`src/sv/rmq_sqrt.sv`:
```
// pipelined integer square root, one result bit per register stage
// no dependencies; advances when ce is high
`default_nettype none

module rmq_sqrt #(
  parameter int VW = 34
) (
  input  wire logic            clk,
  input  wire logic            ce,
  input  wire logic [VW-1:0]   v,
  output logic      [VW/2-1:0] root
);

  localparam int RTW = VW / 2;

  logic [VW-1:0]  v_r   [RTW];
  logic [RTW-1:0] rt_r  [RTW];
  logic [RTW+1:0] rem_r [RTW];

  genvar s;
  generate
    for (s = 0; s < RTW; s++) begin : g_stg
      logic [VW-1:0]  v_in;
      logic [RTW-1:0] rt_in;
      logic [RTW+1:0] rem_in;
      logic [RTW+1:0] rem_sh;
      logic [RTW+1:0] trial;

      if (s == 0) begin : g_first
        assign v_in   = v;
        assign rt_in  = '0;
        assign rem_in = '0;
      end else begin : g_next
        assign v_in   = v_r[s-1];
        assign rt_in  = rt_r[s-1];
        assign rem_in = rem_r[s-1];
      end

      // bring down the next pair of radicand bits
      assign rem_sh = {rem_in[RTW-1:0], v_in[VW-1-2*s -: 2]};
      assign trial  = {rt_in, 2'b01};

      always_ff @(posedge clk) begin
        if (ce) begin
          v_r[s] <= v_in;
          if (rem_sh >= trial) begin
            rem_r[s] <= rem_sh - trial;
            rt_r[s]  <= {rt_in[RTW-2:0], 1'b1};
          end else begin
            rem_r[s] <= rem_sh;
            rt_r[s]  <= {rt_in[RTW-2:0], 1'b0};
          end
        end
      end
    end
  endgenerate

  assign root = rt_r[RTW-1];

endmodule

`default_nettype wire

```
`config.mk`:
```
export PLATFORM = sky130hd
export DESIGN_NAME = rmq_sqrt
export DESIGN_NICKNAME = d
export VERILOG_FILES = /design/src/sv/rmq_sqrt.sv
export SDC_FILE = /design/constraint.sdc
export NUM_CORES = 1
export LEC_CHECK = 0
export BUFFER_PORTS_ARGS = -buffer_cell sky130_fd_sc_hd__buf_4
export CORE_ASPECT_RATIO = 1.4
export CORE_MARGIN = 5
export CORE_UTILIZATION = 26
export CTS_BUF_LIST = sky130_fd_sc_hd__clkbuf_4 sky130_fd_sc_hd__clkbuf_8 sky130_fd_sc_hd__clkbuf_16
export CTS_CLUSTER_DIAMETER = 60
export CTS_CLUSTER_SIZE = 14
export DETAILED_ROUTE_END_ITERATION = 12
export HOLD_SLACK_MARGIN = 0.06
export PLACE_DENSITY_LB_ADDON = 0.2
export SETUP_SLACK_MARGIN = 0.4
export SYNTH_ARGS = -nofsm -noshare
export SYNTH_HDL_FRONTEND = slang
export SYNTH_SLANG_ARGS = --single-unit
```
`constraint.sdc`:
```
create_clock -name clk -period 2.6 [get_ports clk]
set_clock_uncertainty 0.15 [all_clocks]
set_input_delay 0.39 -clock clk [delete_from_list [all_inputs] [get_ports clk]]
set_output_delay 0.39 -clock clk [all_outputs]
set_load 0.1 [all_outputs]
```
==> impl_results.md <==
* Run status: finished with violations
* Failing checks: setup timing
* Total negative slack at -0.6786 ns
* Number of distinct library cell variants in the gate-level netlist after synthesis at 85
* Clock tree from TritonCTS: yes
* Wire length of the first global-routing pass at 114100 um
* Worst R2R End: rem_r[10][13]
* Most used cell, CP: a21o_1
* Routed wire length per instance at 15.56 um
* Cell type of the slowest stage on the worst timing path: a221o_2
* Die area at 0.1288 sq mm
* Flop and latch count out of synthesis at 679
* Count of final max-slew check failures at 0
* Start point of the worst min-delay path: ce
* Final weighted congestion of routability-driven global placement at 0.8344
* Number of synthesized flops with an enable pin at 678
* DRC marker count from the first detailed-route iteration at 777
* Most frequent cells in the layout: 678 x edfxtp_1, 469 x buf_4, 179 x inv_1, 97 x nand2_1, 95 x nor2_1
* Setup slack of the critical path after layout at -0.08160 ns
* Clock-pin slew on the worst setup and hold paths at 0.07 ns
* Worst hold margin at 0.1505 ns
* Static Leakage at 17.26 nW
* Endpoint arrival time on the critical path at 2.91 ns
* Aggregate routed wire length at 73170 um
* Final instance area at 0.04517 sq mm
* Total vias in the final route at 20790
* Critical R2R Launch: rt_r[9][2]
* Antenna fix cells at 0
* Maximum number of pins on one net before global-route repair at 138
* Via count of the first global-routing pass at 21990
* Total power of the final layout at 31.62 mW
* Count of nets after finishing at 3262
* Cells on Worst Hold Path at 2
* Maximum buffer depth of the clock tree at 3
* Maximum vdd ir drop at 544.0 uV
* Vias per Instance at 4.420
* Share of async-settable or async-resettable flops after synthesis at 0%
* Filler-free cell count of the finished design at 4704
* Clock buffers created by TritonCTS at 70
* Synthesis warning total at 0
* Buf+Inv Stages, Crit Path at 1
* Unrepaired setup endpoints after global routing: true
* CP delay by family, top: compound AO/OA/AOI/OAI gates
* Fraction of the yosys area taken by sequential cells at 64.44%
* Worst R2R Setup Slack at -0.08 ns
* Standard cell area after detailed placement at 0.03707 sq mm
* Number of buffers added on ports at 52
* H-tree levels at 3
* CP cell instances: inv_2, ha_4, a21o_1, a21o_1, a221o_2, a21boi_2, nor2b_1, nor3_1, mux2_2
* Placed Cells incl. Taps at 4285
* Detailed-placement wirelength estimate at 48080 um
* Achievable clock frequency at 372.9 MHz
* Clk Latency, worst-skew pair at 0.66 ns
* Slew at the pin with the worst max-slew slack at 0.9076 ns
* Area of the placeable core at 0.1209 sq mm
* Reg2reg path depth at 9
* Type of the worst setup path: flop to flop
* Cell Area, Synth at 0.03163 sq mm
* Number of sinks handled by clock tree synthesis at 679
* Iteration count of the initial detailed-routing pass at 5
* Mean post-synth cell area at 13.11 sq um
* Number of nets with antenna violations after detailed routing at 0
* Final worst-path cycle share at 103.1%
* Number of antenna violations at the first check in global routing at 0
* Main synth FF type: edfxtp_1
* Effective utilization at floorplan at 26.16%
* Worst EP required at 2.83 ns
* Most common cell after layout, fill and taps aside: edfxtp_1
* Startpoint types: flop
* Number of cells produced by synthesis at 2412
* Row count at 151
* Remaining design rule violation count at 0
* Type of element capturing the critical path: flop
* Global-route usage over all layers at 10.89%
* Setup violations, final at 21
* Fraction of layout instances using a drive strength above 1 at 41.99%
* I/O Pins at 53
* Vertical die dimension at 422.7 um
* Pre-CTS setup slack at -0.2209 ns
* Total global routing overflow at 0
* Buffer cell driving the clock tree root: clkbuf_16
* Relative area change from synthesis to final layout at 42.81%
* Net count after synthesis at 2619
* Final Hold Vio Count at 0
* Max-capacitance violation count at 0
* Type of the tightest min-delay check: primary input to flop
* Filler instances at 11470
* Core utilization of the finished layout at 37.36%
* Die Span X at 304.8 um
* Longest individual stage delay on the worst path at 0.43 ns
* Highest fanout seen on the critical path at 3
* Power density over the cells at 700.2 mW/mm^2
* Slew Limit Headroom at 39.50%
* Final period demand of the worst path at 2.682 ns
* End point of the most critical hold path: rt_r[6][5]
[worst max path at each step]
stage / startpoint / endpoint / slack [ns] / depth (start not counted)
final: rt_r[9][2] / rem_r[10][13] / -0.08 / 9
after global routing: rem_r[10][1] / rem_r[11][14] / -0.16 / 8
after CTS: rt_r[9][2] / rem_r[10][13] / -0.06 / 9
after detailed placement: rt_r[13][0] / rem_r[14][13] / -0.22 / 10
after global placement: rt_r[13][0] / rem_r[14][13] / -0.23 / 10
after floorplan: rem_r[10][1] / rem_r[11][14] / 0.1 / 8
[cells by family (layout without fill, tap and decap cells)]
| kind of cell | Yosys count | after routing | share of synthesized area (%) |
|---|---|---|---|
| DFF | 679 | 679 | 64.44 |
| and+or+nand+nor | 616 | 617 | 10.12 |
| AOI/OAI and AO/OA | 459 | 459 | 9.004 |
| buffers and inverters | 268 | 953 | 3.272 |
| xor gates and xnor gates | 172 | 172 | 4.763 |
| adders and majority gates | 171 | 171 | 6.765 |
| muxes | 47 | 47 | 1.646 |
[report_power, final]
part | internal, mW | total [mW] | switching, mW
clock | 5.57 | 10.1 | 4.54
combinational | 3.72 | 7.30 | 3.59
sequential | 13.5 | 14.2 | 0.722
[metal layers]
layer	track usage (%)	vias to the layer above	share of wire, %
li1	-	10160	-
met1	11.12	10180	37
met2	21.25	282	56
met3	1.834	164	2.9
met4	5.338	0	4.4
met5	0	-	0
[state kept, by name, indices dropped and copies added, names as in the netlist]
name   flops
rt_r     153
rem_r    254
v_r      272
[final cells by class]
class | instances | area, sq um | area share (%)
Clock buffer | 78 | 1829 | 4.050
Tap cell | 1606 | 2009 | 4.449
Sequential cell | 679 | 20380 | 45.12
Inverter | 220 | 830.8 | 1.839
Timing Repair Buffer | 618 | 5480 | 12.13
Multi-Input combinational cell | 1466 | 14220 | 31.48
Clock inverter | 37 | 421.7 | 0.9335
[Yosys cell counts (all sizes together), types with 5 or more instances]
| library cell | count | area (sq um) |
|---|---|---|
| a211o | 6 | 52.55 |
| a211oi | 13 | 97.59 |
| a21boi | 7 | 52.55 |
| a21o | 36 | 270.3 |
| a21oi | 142 | 710.7 |
| a221oi | 5 | 43.79 |
| a31oi | 15 | 93.84 |
| and2 | 21 | 131.4 |
| and3 | 17 | 106.4 |
| buf | 16 | 88.83 |
| clkbuf | 32 | 120.1 |
| edfxtp | 678 | 20360 |
| ha | 171 | 2140 |
| inv | 219 | 822.0 |
| mux2 | 37 | 420.4 |
| mux2i | 10 | 100.1 |
| nand2 | 138 | 518.0 |
| nand2b | 35 | 226.5 |
| nand3 | 33 | 165.2 |
| nand3b | 10 | 75.07 |
| nand4 | 13 | 81.33 |
| nand4b | 6 | 52.55 |
| nor2 | 161 | 611.8 |
| nor2b | 32 | 200.2 |
| nor3 | 49 | 267.8 |
| nor3b | 9 | 77.57 |
| nor4 | 30 | 193.9 |
| nor4b | 8 | 91.33 |
| o2111ai | 6 | 52.55 |
| o211ai | 12 | 105.1 |
| o21a | 37 | 277.8 |
| o21ai | 122 | 614.3 |
| o21bai | 10 | 75.07 |
| o31ai | 13 | 97.59 |
| or2 | 7 | 43.79 |
| or3 | 26 | 163.9 |
| or4 | 8 | 68.82 |
| xnor2 | 94 | 823.3 |
| xor2 | 78 | 683.2 |
[worst register-to-register path: stages (launching register included)]
cell,delay (ns)
edfxtp_1,0.40
inv_2,0.09
ha_4,0.20
a21o_1,0.17
a21o_1,0.18
a221o_2,0.43
a21boi_2,0.22
nor2b_1,0.08
nor3_1,0.16
mux2_2,0.36
[timing repair]
action,CTS,global route
buffers inserted,149,109
cloned,10,1
hold buffers,35,0
gates resized for setup,435,285
pin swaps,162,144
endpoints found under the hold margin,35,0
setup endpoints to repair,250,262
No activity file was read; power rests on OpenSTA's default activity.
